==> src/rtl/ipsp_pkg.sv <==
// Package for the IPS patch stream parser: parse phases, result kinds,
// the result beat struct, header magic and size constants.
// No dependencies.
package ipsp_pkg;

    localparam int unsigned FIFO_DEPTH = 4;
    localparam int unsigned FIFO_AW    = $clog2(FIFO_DEPTH);
    localparam int unsigned FIFO_CW    = $clog2(FIFO_DEPTH + 1);

    localparam logic [24:0] IMAGE_SIZE_RESET = 25'h100_0000;
    localparam logic [23:0] EOF_MARK         = 24'h454F46;

    typedef enum logic [2:0] {
        PH_HEADER   = 3'd0,
        PH_OFFSET   = 3'd1,
        PH_LENGTH   = 3'd2,
        PH_DATA     = 3'd3,
        PH_RUNCOUNT = 3'd4,
        PH_RUNVALUE = 3'd5
    } phase_t;

    typedef enum logic [1:0] {
        KIND_WRITE = 2'd0,
        KIND_FILL  = 2'd1,
        KIND_OK    = 2'd2,
        KIND_FAIL  = 2'd3
    } kind_t;

    typedef struct packed {
        kind_t       kind;
        logic [23:0] addr;
        logic [15:0] run;
        logic [7:0]  value;
        logic        last;
    } result_t;

    localparam result_t FAIL_RESULT = '{
        kind:  KIND_FAIL,
        addr:  24'd0,
        run:   16'd0,
        value: 8'd0,
        last:  1'b1
    };

    // "PATCH"
    function automatic logic [7:0] magic_byte(input logic [2:0] idx);
        logic [7:0] b;
        begin
            case (idx)
                3'd0:    b = 8'h50;
                3'd1:    b = 8'h41;
                3'd2:    b = 8'h54;
                3'd3:    b = 8'h43;
                3'd4:    b = 8'h48;
                default: b = 8'h50;
            endcase
            return b;
        end
    endfunction

endpackage

==> src/rtl/ips_patch_stream_parser.sv <==
// IPS patch stream parser top level: byte parser state and result queue.
// Depends on ipsp_pkg.
//
// Usage:
//   Input channel (in_valid/in_ready) carries one patch file byte per beat
//   with file_end marking the final byte of the file. The file must open
//   with "PATCH", followed by offset/length records and an "EOF" marker.
//   Output channel (out_valid/out_ready) carries one result per beat:
//   byte write, fill run, patch finished ok or patch failed; last_result
//   flags the final result caused by one input byte.
//   image_size is written through cfg_write_en/cfg_write_data; the user must
//   do so only while idle, as the block itself does not enforce it.
//   Throughput: one byte per cycle while in_ready is high. Each byte is
//   parsed in the accept cycle and its zero, one or two results go into
//   a 4-beat result queue; in_ready is high while it has room for two beats.
//   Receiver stall: in_ready drops once three or more beats wait in the
//   queue, which holds up to four; nothing is lost.
//   Reset: parser returns to the header phase, queue empties, image_size
//   returns to 2^24. After a finish or failure, bytes are dropped until the
//   byte marked file_end re-arms the parser.
module ips_patch_stream_parser (
    input  logic        clk,
    input  logic        rst_n,
    input  logic        cfg_write_en,
    input  logic [24:0] cfg_write_data,
    input  logic        in_valid,
    output logic        in_ready,
    input  logic [7:0]  patch_byte,
    input  logic        file_end,
    output logic        out_valid,
    input  logic        out_ready,
    output logic [1:0]  result_kind,
    output logic [23:0] target_address,
    output logic [15:0] run_length,
    output logic [7:0]  byte_value,
    output logic        last_result
);
    import ipsp_pkg::*;

    phase_t      phase_reg, phase_next;
    logic [2:0]  cnt_reg, cnt_next;
    logic [23:0] offset_reg, offset_next;
    logic [15:0] length_reg, length_next;
    logic [15:0] remain_reg, remain_next;
    logic        stopped_reg, stopped_next;
    logic [24:0] image_size_reg;

    result_t              fifo_reg [FIFO_DEPTH];
    logic [FIFO_AW-1:0]   wr_ptr_reg, rd_ptr_reg;
    logic [FIFO_CW-1:0]   count_reg, count_next;

    logic        in_acc, out_acc;
    logic [23:0] offset_shift;
    logic [15:0] length_shift;
    logic [24:0] span;
    logic        over;
    logic        header_ok;

    result_t     prim;
    logic        prim_valid;
    logic        prim_done;
    logic        tail_fail;
    logic        done_any;
    logic [1:0]  push_cnt;
    result_t     entry0;
    result_t     entry1;
    result_t     head;

    assign in_ready  = (count_reg <= FIFO_CW'(FIFO_DEPTH - 2));
    assign in_acc    = in_valid && in_ready;
    assign out_valid = (count_reg != '0);
    assign out_acc   = out_valid && out_ready;

    assign offset_shift = {offset_reg[15:0], patch_byte};
    assign length_shift = {length_reg[7:0], patch_byte};
    assign span         = {1'b0, offset_reg} + {9'd0, length_shift};
    assign over         = (span > image_size_reg);
    assign header_ok    = (patch_byte == magic_byte(cnt_reg));

    // results of one byte
    always_comb
    begin
        prim       = FAIL_RESULT;
        prim_valid = 1'b0;
        prim_done  = 1'b0;
        if (!stopped_reg)
        begin
            case (phase_reg)
                PH_HEADER:
                begin
                    if (!header_ok)
                    begin
                        prim_valid = 1'b1;
                        prim_done  = 1'b1;
                    end
                end
                PH_OFFSET:
                begin
                    if (cnt_reg == 3'd2 && offset_shift == EOF_MARK)
                    begin
                        prim.kind  = KIND_OK;
                        prim_valid = 1'b1;
                        prim_done  = 1'b1;
                    end
                end
                PH_LENGTH:
                begin
                    if (cnt_reg == 3'd1 && length_shift != 16'd0 && over)
                    begin
                        prim_valid = 1'b1;
                        prim_done  = 1'b1;
                    end
                end
                PH_DATA:
                begin
                    prim.kind  = KIND_WRITE;
                    prim.addr  = offset_reg;
                    prim.run   = 16'd1;
                    prim.value = patch_byte;
                    prim_valid = 1'b1;
                end
                PH_RUNCOUNT:
                begin
                    if (cnt_reg == 3'd1 && over)
                    begin
                        prim_valid = 1'b1;
                        prim_done  = 1'b1;
                    end
                end
                PH_RUNVALUE:
                begin
                    if (length_reg != 16'd0)
                    begin
                        prim.kind  = KIND_FILL;
                        prim.addr  = offset_reg;
                        prim.run   = length_reg;
                        prim.value = patch_byte;
                        prim_valid = 1'b1;
                    end
                end
                default:
                begin
                    prim_valid = 1'b1;
                    prim_done  = 1'b1;
                end
            endcase
        end
        tail_fail   = !stopped_reg && !prim_done && file_end;
        done_any    = prim_done || tail_fail;
        push_cnt    = {1'b0, prim_valid} + {1'b0, tail_fail};
        entry0      = prim_valid ? prim : FAIL_RESULT;
        entry0.last = prim_valid ? !tail_fail : 1'b1;
        entry1      = FAIL_RESULT;
    end

    // parser next state
    always_comb
    begin
        phase_next   = phase_reg;
        cnt_next     = cnt_reg;
        offset_next  = offset_reg;
        length_next  = length_reg;
        remain_next  = remain_reg;
        stopped_next = stopped_reg;
        if (in_acc && !stopped_reg)
        begin
            case (phase_reg)
                PH_HEADER:
                begin
                    if (header_ok)
                    begin
                        if (cnt_reg == 3'd4)
                        begin
                            phase_next = PH_OFFSET;
                            cnt_next   = 3'd0;
                        end
                        else
                        begin
                            cnt_next = cnt_reg + 3'd1;
                        end
                    end
                end
                PH_OFFSET:
                begin
                    offset_next = offset_shift;
                    if (cnt_reg == 3'd2)
                    begin
                        cnt_next = 3'd0;
                        if (offset_shift != EOF_MARK)
                            phase_next = PH_LENGTH;
                    end
                    else
                    begin
                        cnt_next = cnt_reg + 3'd1;
                    end
                end
                PH_LENGTH:
                begin
                    length_next = length_shift;
                    if (cnt_reg == 3'd1)
                    begin
                        cnt_next = 3'd0;
                        if (length_shift == 16'd0)
                        begin
                            phase_next = PH_RUNCOUNT;
                        end
                        else if (!over)
                        begin
                            remain_next = length_shift;
                            phase_next  = PH_DATA;
                        end
                    end
                    else
                    begin
                        cnt_next = cnt_reg + 3'd1;
                    end
                end
                PH_DATA:
                begin
                    offset_next = offset_reg + 24'd1;
                    remain_next = remain_reg - 16'd1;
                    if (remain_reg == 16'd1)
                        phase_next = PH_OFFSET;
                end
                PH_RUNCOUNT:
                begin
                    length_next = length_shift;
                    if (cnt_reg == 3'd1)
                    begin
                        cnt_next = 3'd0;
                        if (!over)
                            phase_next = PH_RUNVALUE;
                    end
                    else
                    begin
                        cnt_next = cnt_reg + 3'd1;
                    end
                end
                PH_RUNVALUE:
                begin
                    phase_next = PH_OFFSET;
                end
                default:
                begin
                    phase_next = PH_HEADER;
                end
            endcase
            if (done_any && !file_end)
                stopped_next = 1'b1;
        end
        // re-arm on the marked last byte
        if (in_acc && file_end && (stopped_reg || done_any))
        begin
            phase_next   = PH_HEADER;
            cnt_next     = 3'd0;
            offset_next  = 24'd0;
            length_next  = 16'd0;
            remain_next  = 16'd0;
            stopped_next = 1'b0;
        end
    end

    always_ff @(posedge clk or negedge rst_n)
    begin
        if (!rst_n)
        begin
            phase_reg      <= PH_HEADER;
            cnt_reg        <= 3'd0;
            offset_reg     <= 24'd0;
            length_reg     <= 16'd0;
            remain_reg     <= 16'd0;
            stopped_reg    <= 1'b0;
            image_size_reg <= IMAGE_SIZE_RESET;
        end
        else
        begin
            phase_reg   <= phase_next;
            cnt_reg     <= cnt_next;
            offset_reg  <= offset_next;
            length_reg  <= length_next;
            remain_reg  <= remain_next;
            stopped_reg <= stopped_next;
            if (cfg_write_en)
                image_size_reg <= cfg_write_data;
        end
    end

    // result queue
    always_comb
    begin
        count_next = count_reg + (in_acc ? FIFO_CW'(push_cnt) : '0)
                   - FIFO_CW'(out_acc);
    end

    always_ff @(posedge clk or negedge rst_n)
    begin
        if (!rst_n)
        begin
            wr_ptr_reg <= '0;
            rd_ptr_reg <= '0;
            count_reg  <= '0;
        end
        else
        begin
            if (in_acc)
                wr_ptr_reg <= wr_ptr_reg + FIFO_AW'(push_cnt);
            if (out_acc)
                rd_ptr_reg <= rd_ptr_reg + FIFO_AW'(1);
            count_reg <= count_next;
        end
    end

    always_ff @(posedge clk)
    begin
        if (in_acc && push_cnt != 2'd0)
            fifo_reg[wr_ptr_reg] <= entry0;
        if (in_acc && push_cnt == 2'd2)
            fifo_reg[wr_ptr_reg + FIFO_AW'(1)] <= entry1;
    end

    assign head           = fifo_reg[rd_ptr_reg];
    assign result_kind    = head.kind;
    assign target_address = head.addr;
    assign run_length     = head.run;
    assign byte_value     = head.value;
    assign last_result    = head.last;

    a_count_bound: assert property (@(posedge clk) disable iff (!rst_n)
        count_reg <= FIFO_CW'(FIFO_DEPTH))
        else $error("result queue overflow");

    a_stopped_silent: assert property (@(posedge clk) disable iff (!rst_n)
        (in_acc && stopped_reg) |-> (push_cnt == 2'd0))
        else $error("result pushed while stopped");

    a_rearm: assert property (@(posedge clk) disable iff (!rst_n)
        (in_acc && file_end) |=> (phase_reg == PH_HEADER && !stopped_reg
                                  && cnt_reg == 3'd0))
        else $error("parser not re-armed after last byte");

    a_status_zero: assert property (@(posedge clk) disable iff (!rst_n)
        (out_valid && (result_kind == KIND_OK || result_kind == KIND_FAIL))
        |-> (target_address == 24'd0 && run_length == 16'd0 && last_result))
        else $error("status result carries payload");

endmodule

==> config.mk <==
export PLATFORM = sky130hd
export DESIGN_NAME = ips_patch_stream_parser
export DESIGN_NICKNAME = d
export VERILOG_FILES = /design/src/rtl/ipsp_pkg.sv /design/src/rtl/ips_patch_stream_parser.sv
export SDC_FILE = /design/constraint.sdc
export NUM_CORES = 1
export LEC_CHECK = 0
export ABC_AREA = 1
export BUFFER_PORTS_ARGS = -buffer_cell sky130_fd_sc_hd__buf_2
export CORE_MARGIN = 10
export CORE_UTILIZATION = 45
export CTS_CLUSTER_SIZE = 20
export DETAILED_ROUTE_END_ITERATION = 6
export GPL_TIMING_DRIVEN = 0
export PLACE_DENSITY_LB_ADDON = 0.25
export SLEW_MARGIN = 20
export SYNTH_ARGS = -nofsm -noshare
export SYNTH_HDL_FRONTEND = slang
export SYNTH_SLANG_ARGS = --single-unit
==> constraint.sdc <==
create_clock -name clk -period 5.4 [get_ports clk]
set_clock_uncertainty 0.15 [all_clocks]
set_input_delay 0.54 -clock clk [delete_from_list [all_inputs] [get_ports clk]]
set_output_delay 0.54 -clock clk [all_outputs]
set_load 0.01 [all_outputs]
==> summary.txt, run 1 <==
Outcome
  – Status: finished, final reports clean

Clocking
  – Later-pin clock latency in the skew report: ~0.55 ns
  – # H-tree levels: 2
  – Clk buf depth: 3
  – CTS tree: yes
  – Clk root buf: clkbuf_16
  – Worst-path clk slew: roughly 0.070 ns
  – Inserted Clock Buffers: 34
  – Clk sink count: about 300

Timing
  – Post-route setup slack: about 0.26 ns
  – Tcrit/Tclk final: 95.2%
  – Least-Margin Pin Slew: around 0.75 ns
  – Rel. slew slack: about half
  – Setup violations, final: 0
  – TNS Setup: 0 ns
  – Final Max Slew Viols: 0
  – RSZ-0062 raised after global routing: true
  – Max Clock Freq: 195 MHz
  – Final worst path period need: 5.14 ns
  – Final count of hold timing violations: 0

Floorplan
  – Die ar.: around 42000 sq um
  – Row count: 67
  – IO Count: 92
  – Die H: about 210 um
  – Die span in x: 205 um
  – CORE AREA: around 34000 sq um
  – Starting Density: ~46%

Worst setup path
  – Largest fanout on the critical path: 4
  – Critical path required time: ~5.7 ns
  – Crit Path Category: reg2reg
  – Critical Path Start Type: flip-flop
  – CP max-delay cell: dfrtp_2
  – Worst Path Arrival: 5.41 ns
  – Critical path's largest stage delay: 0.39 ns
  – Critical Path Sink Type: flip-flop

Detailed routing
  – Final ANT Viol Nets: 0
  – DRC errors left: 0
  – Via count: about 16000
  – Iter 0 DRT Violations: 1523
  – First drt pass iteration count: 7
  – DR vias/cell: ~5.8
  – Final WL: between 50 and 60 mm
  – Post-detailed-route wirelength per cell: roughly 20 um

Synthesis
  – Synthesized area: 15400 sq um
  – Cells after Synth: 2093
  – Seq cells post-synth: between 200 and 300
  – Syn Nets: 2190
  – EDFF count, synth: 0
  – Synth async-reset ratio: a little under a third
  – Syn avg cell area: 7.37 sq um
  – Top FF cell, synth: dfxtp_1
  – Syn. warnings: 0
  – Seq/Total Area, Yosys: 41.9%
  – Synth unique cells: 47

Global route
  – Antenna violations before repair: 0
  – First-pass GRT wire length: roughly 84 mm
  – Vias in the first global route: approximately 15000
  – Overflow after GRT: 0
  – GRT Overall Usage: 24.9%
  – Pin count of the biggest net entering global routing: 64

Cells and area
  – Most frequent cells in the layout: 369 x o21ai_0, 280 x nand2_1, 249 x a21oi_1, 204 x dfxtp_1, 201 x nor2_1
  – Commonest non-fill, non-tap cell in the layout: o21ai_0
  – Largest register FFs: approximately 200
  – Diode count: 0
  – Core Util, Final: between 50% and 60%
  – Layout cells sized above 1: about an eighth
  – Area growth from synthesis to layout: 17.3%
  – Filler cell count: 3273
  – Post-Layout Cell Count: between 2000 and 3000
  – Final net count: 2340

Power and ir drop
  – Power per cell area: around 660 nW/um^2
  – VDD IR max: roughly 350 uV
  – Pleak: between 0.008 and 0.009 uW

Placement
  – Placed Cells: roughly 2600
  – Dpl hpwl: between 30 and 40 mm
  – Setup WS pre-CTS: -1.16 ns
  – RePlAce Congestion: about 1
  – Number of buffers added on ports: 90

Min path
  – Hold WC Path Type: in2reg

Run
  – Max-cap violations: 0
==> metal layers <==
layer | wire (um) | GRT usage [%]
met1 | 22700 | 32.5
met2 | 24900 | 40.6
met3 | 4170 | 4.80
met4 | 1820 | 8.64
met5 | 0 | 0
==> cell type report <==
| type | count | area [sq um] | area share, % |
|---|---|---|---|
| Multi-Input combinational cell | 1515 | 7990 | 44.2 |
| Sequential cell | 299 | 6470 | 35.7 |
| Clock buffer | 51 | 1100 | 6.09 |
| Timing Repair Buffer | 114 | 676 | 3.73 |
| Buffer | 131 | 589 | 3.26 |
| Tap cell | 448 | 561 | 3.10 |
| Inverter | 148 | 557 | 3.08 |
| Clock inverter | 11 | 154 | 0.851 |
==> power breakdown <==
part | internal, uW | switching [uW] | leakage (uW)
clock | 1570 | 985 | 0.000624
combinational | 2060 | 3410 | 0.00460
sequential | 3200 | 768 | 0.00286
==> worst max-delay path, delay by kind of cell, from the launching register on <==
| kind | cells | cell delay, ns |
|---|---|---|
| flip-flops | 1 | 0.39 |
| XOR/XNOR | 2 | 0.31 |
| adder cells (fa/ha/maj) | 7 | 1.99 |
| AND/OR/NAND/NOR | 13 | 1.67 |
| AO/OA/AOI/OAI | 2 | 0.23 |
| buffers and inverters | 4 | 0.25 |
==> stage by stage <==
step                instance area, sq um  hold WS, ns  total power [uW]
global placement                   16400        0.303              9070
floorplan                          15400       0.0944              7440
detailed placement                 16500        0.303              9230
finish                             18100       0.0610             12000
global route                       18100       0.0558             12900
CTS                                17900       0.0419             11900
==> final timing paths <==
check                           slack [ns]            endpoint          startpoint  cells after the start
worst max-delay path                  0.26        count_reg[2]       offset_reg[0]                     28
worst min-delay path                  0.06  image_size_reg[23]  cfg_write_data[23]                      3
worst max register to register        0.26        count_reg[2]       offset_reg[0]                     28
worst min register to register        0.32     fifo_reg[2][50]     fifo_reg[2][50]                      2
max in group asynchronous             4.11       offset_reg[1]               rst_n                      3
min in group asynchronous             0.31        count_reg[1]               rst_n                      2
==> cell families (layout without fill, tap and decap cells) <==
group | Yosys count | after routing | share of synthesized area (%)
AOI/OAI and AO/OA | 743 | 743 | 25.1
and+or+nand+nor | 670 | 670 | 18.6
DFF | 299 | 299 | 41.9
buffers and inverters | 279 | 455 | 7.10
adders and majority gates | 58 | 58 | 4.80
xor gates and xnor gates | 43 | 43 | 2.44
muxes | 1 | 1 | 0.0730
==> synth_stat cells, drive strengths merged (2+ instances only) <==
library cell	n	share of area [%]
a21o	3	0.15
dfxtp	204	26
nor4	5	0.20
o21ai	401	13
a21oi	253	8.2
dfrtp	94	15
xnor2	14	0.80
buf	22	0.80
fa	2	0.26
nand3	119	3.9
nand4	19	0.77
o22ai	60	2.4
o211ai	4	0.19
inv	146	3.6
a31oi	7	0.28
nor3	18	0.91
clkinv	2	0.057
a21boi	3	0.15
nand3b	6	0.29
or2	3	0.12
clkbuf	109	2.7
ha	56	4.5
o31ai	7	0.34
xor2	29	1.6
o21bai	2	0.097
nand2	290	7.2
nor2	209	5.3
==> timing repair <==
| item | CTS | global route |
|---|---|---|
| pin swaps | 9 | 6 |
| gates cloned | 0 | 0 |
| setup endpoints to repair | 208 | 222 |
| hold buffers | 1 | 0 |
| resized for setup | 29 | 64 |
| buffers inserted | 19 | 3 |
| hold endpoints to repair | 31 | 0 |
(Power assumes the default switching activity.)
==> run 2: changes to the inputs <==
--- a/config.mk
+++ b/config.mk
@@ -5,7 +5,6 @@
 export SDC_FILE = /design/constraint.sdc
 export NUM_CORES = 1
 export LEC_CHECK = 0
-export ABC_AREA = 1
 export BUFFER_PORTS_ARGS = -buffer_cell sky130_fd_sc_hd__buf_2
 export CORE_MARGIN = 10
 export CORE_UTILIZATION = 45
==> run 2 against run 1 <==
The flow now finishes with violations (setup timing); total power decreased by 32%; first-iteration DRC count grew 19%; clock power shrank 8.2%; sequential power shrank 35%; utilization up 11 points; synthesized area about the same; synthesized cell count fell by 12%; critical path depth rose by 2; routed wire length increased by 18%; cell area grew 21%; global-route usage increased by 1.9 points; register-to-register slack worse by 0.98 ns.
==> summary.txt, run 2 <==
Worst setup path
  – Critical path required time: 5.71 ns (was 5.67 ns)
  – Worst Path Arrival: 6.45 ns (was 5.41 ns)
  – Largest fanout on the critical path: 8 (was 4)
  – CP max-delay cell: fa_2 (was dfrtp_2)
  – Critical Path Start Type: primary input (was flip-flop)
  – Crit Path Category: in2reg (was reg2reg)
  – Top cell by count, worst path: buf_6
  – Critical Path Sink Type: flip-flop (unchanged)
  – Flop-to-flop setup slack: -0.72 ns (was 0.26 ns)
  – Critical path's largest stage delay: 0.42 ns (was 0.39 ns)

Synthesis
  – Largest area contributor in the netlist: dfxtp_1 (unchanged)
  – Syn. warnings: 0 (unchanged)
  – Syn Nets: 1941 (was 2190)
  – EDFF count, synth: 0 (unchanged)
  – Synthesized area: 15400 sq um (about the same)
  – Syn avg cell area: 8.37 sq um (was 7.37 sq um)
  – Synth async-reset ratio: 31.8% (unchanged)
  – Synth top area share: 26.5% (about the same)
  – Top cells by area, synth: dfxtp_1 26%, dfrtp_1 15%, a21oi_1 8.2% (was dfxtp_1 26%, dfrtp_1 15%, o21ai_0 12%)
  – Top FF cell, synth: dfxtp_1 (unchanged)
  – Cells after Synth: 1844 (was 2093)
  – Seq/Total Area, Yosys: 41.9% (about the same)
  – Count leader, synth: nand2_1 (was o21ai_0)
  – Post-synth top cells: 303 x nand2_1, 252 x a21oi_1, 207 x nand3_1 (was 371 x o21ai_0, 286 x nand2_1, 252 x a21oi_1)
  – Seq cells post-synth: 299 (unchanged)
  – Synth unique cells: 69 (was 47)

Detailed routing
  – Final ANT Viol Nets: 0 (unchanged)
  – Via count: 16200 (was 15700)
  – DR vias/cell: 6.36 (was 5.78)
  – DRC errors left: 0 (unchanged)
  – Post-detailed-route wirelength per cell: 24.7 um (was 19.7 um)
  – First drt pass iteration count: 6 (was 7)
  – Iter 0 DRT Violations: 1812 (was 1523)
  – Final WL: 63.0 mm (was 53.6 mm)

Outcome
  – Violated checks: setup timing
  – Status: complete, but fails checks (was finished, final reports clean)

Power and ir drop
  – Pleak: 0.00850 uW (was 0.00809 uW)
  – Total Power: 8100 uW (was 12000 uW)
  – VDD IR max: 246 uV (was 348 uV)
  – Power per cell area: 370 nW/um^2 (was 663 nW/um^2)

Placement
  – Setup WS pre-CTS: -1.92 ns (was -1.16 ns)
  – RePlAce Congestion: 0.934 (was 0.976)
  – Dpl hpwl: 37.0 mm (was 39.1 mm)
  – Number of buffers added on ports: 90 (unchanged)

Floorplan
  – IO Count: 92 (unchanged)
  – Die ar.: 42100 sq um (about the same)
  – CORE AREA: 33700 sq um (unchanged)
  – Row count: 67 (unchanged)
  – Starting Density: 45.8% (about the same)
  – Die span in x: 205 um (about the same)
  – Die H: 205 um (about the same)

Global route
  – Antenna violations before repair: 1 (was 0)
  – GRT Overall Usage: 26.8% (was 24.9%)
  – Overflow after GRT: 0 (unchanged)
  – First-pass GRT wire length: 89.0 mm (was 84.2 mm)
  – Pin count of the biggest net entering global routing: 64 (unchanged)
  – Vias in the first global route: 15300 (was 15200)

Run
  – Max-cap violations: 0 (unchanged)

Cells and area
  – Commonest non-fill, non-tap cell in the layout: dfxtp_1 (was o21ai_0)
  – Largest register FFs: 204 (unchanged)
  – Area growth from synthesis to layout: 41.7% (was 17.3%)
  – Final net count: 2175 (was 2340)
  – Layout cells sized above 1: 36.4% (was 12.6%)
  – Diode count: 0 (unchanged)
  – Core Util, Final: 64.9% (was 53.7%)
  – Most frequent cells in the layout: 204 x dfxtp_1, 180 x nand2_1, 134 x nand3_1, 130 x a21oi_1, 122 x a21oi_2 (was 369 x o21ai_0, 280 x nand2_1, 249 x a21oi_1, 204 x dfxtp_1, 201 x nor2_1)

Timing
  – Final Max Slew Viols: 0 (unchanged)
  – Final worst path period need: 6.14 ns (was 5.14 ns)
  – Rel. slew slack: 27.8% (was 50.0%)
  – TNS Setup: -130.52 ns (was 0 ns)
  – Max Clock Freq: 163 MHz (was 195 MHz)
  – Post-route setup slack: -0.738 ns (was 0.260 ns)
  – Final count of hold timing violations: 0 (unchanged)
  – Least-Margin Pin Slew: 1.08 ns (was 0.748 ns)
  – Setup violations, final: 211 (was 0)
  – RSZ-0062 raised after global routing: true (unchanged)
  – Tcrit/Tclk final: 114% (was 95.2%)
  – Min Hold Slack: 0.0673 ns (was 0.0610 ns)

Clocking
  – Clk sink count: 299 (unchanged)
  – CTS tree: yes (unchanged)
  – Worst-path clk slew: 0.06 ns (was 0.07 ns)
  – Clk buf depth: 3 (unchanged)
  – Inserted Clock Buffers: 36 (was 34)
  – Clk root buf: clkbuf_16 (unchanged)
  – # H-tree levels: 2 (unchanged)
  – Later-pin clock latency in the skew report: 0.53 ns (was 0.55 ns)

Min path
  – Hold WC Path Type: in2reg (unchanged)
run 2: cell count changes after synthesis, sizes merged, moves of 16 or more:
cell	change
nor4	+16
o22ai	-50
o21ai	-296
mux2i	+21
inv	-96
xor2	-22
clkbuf	+25
nor2	-114
mux4	+51
nand3	+88
run 2: what timing repair did:
item,4_1_cts,5_1_grt
pin swaps,169,157
setup buffers,60,20
setup endpoints to repair,228,220
hold buffers,1,0
gates cloned,29,7
endpoints found under the hold margin,31,0
gates resized for setup,317,309
run 2: worst paths after layout:
check                                  start                end  cells after the start
max                            patch_byte[1]    fifo_reg[1][29]                     30
min in group asynchronous              rst_n  image_size_reg[4]                      2
max in group asynchronous              rst_n      length_reg[0]                      3
min reg2reg                  fifo_reg[1][18]    fifo_reg[1][18]                      2
min                        cfg_write_data[7]  image_size_reg[7]                      3
max reg2reg                    offset_reg[0]    fifo_reg[1][29]                     30
run 2: cells by family (layout without fill, tap and decap cells):
group                    after synthesis  after routing  share of synthesized area [%]
AND/OR/NAND/NOR                      727            729                           21.5
flip-flops                           299            299                           41.9
AO/OA/AOI/OAI                        439            439                           15.8
buffers and inverters                220            477                           5.64
multiplexers                          73             73                           8.88
adder cells (fa/ha/maj)               58             58                           4.80
XOR/XNOR                              28             28                           1.59
run 2: metrics by stage:
step | instances | area, sq um
5_1_grt | 2551 | 21900
4_1_cts | 2535 | 20400
2_1_floorplan | 1844 | 15900
3_3_place_gp | 2382 | 16900
3_5_place_dp | 2383 | 16900
6_report | 2551 | 21900
run 2: area by class of cell:
type	count	area (sq um)
clock inverter	9	62.6
sequential	299	6460
clock buffer	54	1050
inverter	50	191
multi-input combinational	1327	10200
timing repair buffer	197	1880
tap	448	561
buffer	167	1460
fill	2557	11800
run 2: where the power goes:
group          total, uW  internal, uW  switching (uW)
sequential          2600          2430             177
combinational       3160          1250            1910
clock               2340          1340             995
total               8100          5020            3080
run 2: per-layer routing:
layer  vias up  GRT usage (%)  routed length, um
met1      7920           35.0              23700
met5         -              0                 13
li1       6977              -                  -
met3       264           5.54               6750
met2      1074           42.1              28800
met4         2           12.3               3690
run 2: worst max-delay path: cells and delay by family:
family	cells	cell delay, ns
xor gates and xnor gates	1	0.06
and+or+nand+nor	5	0.86
AOI/OAI and AO/OA	11	2.37
buffers and inverters	10	1.62
adders and majority gates	3	0.94
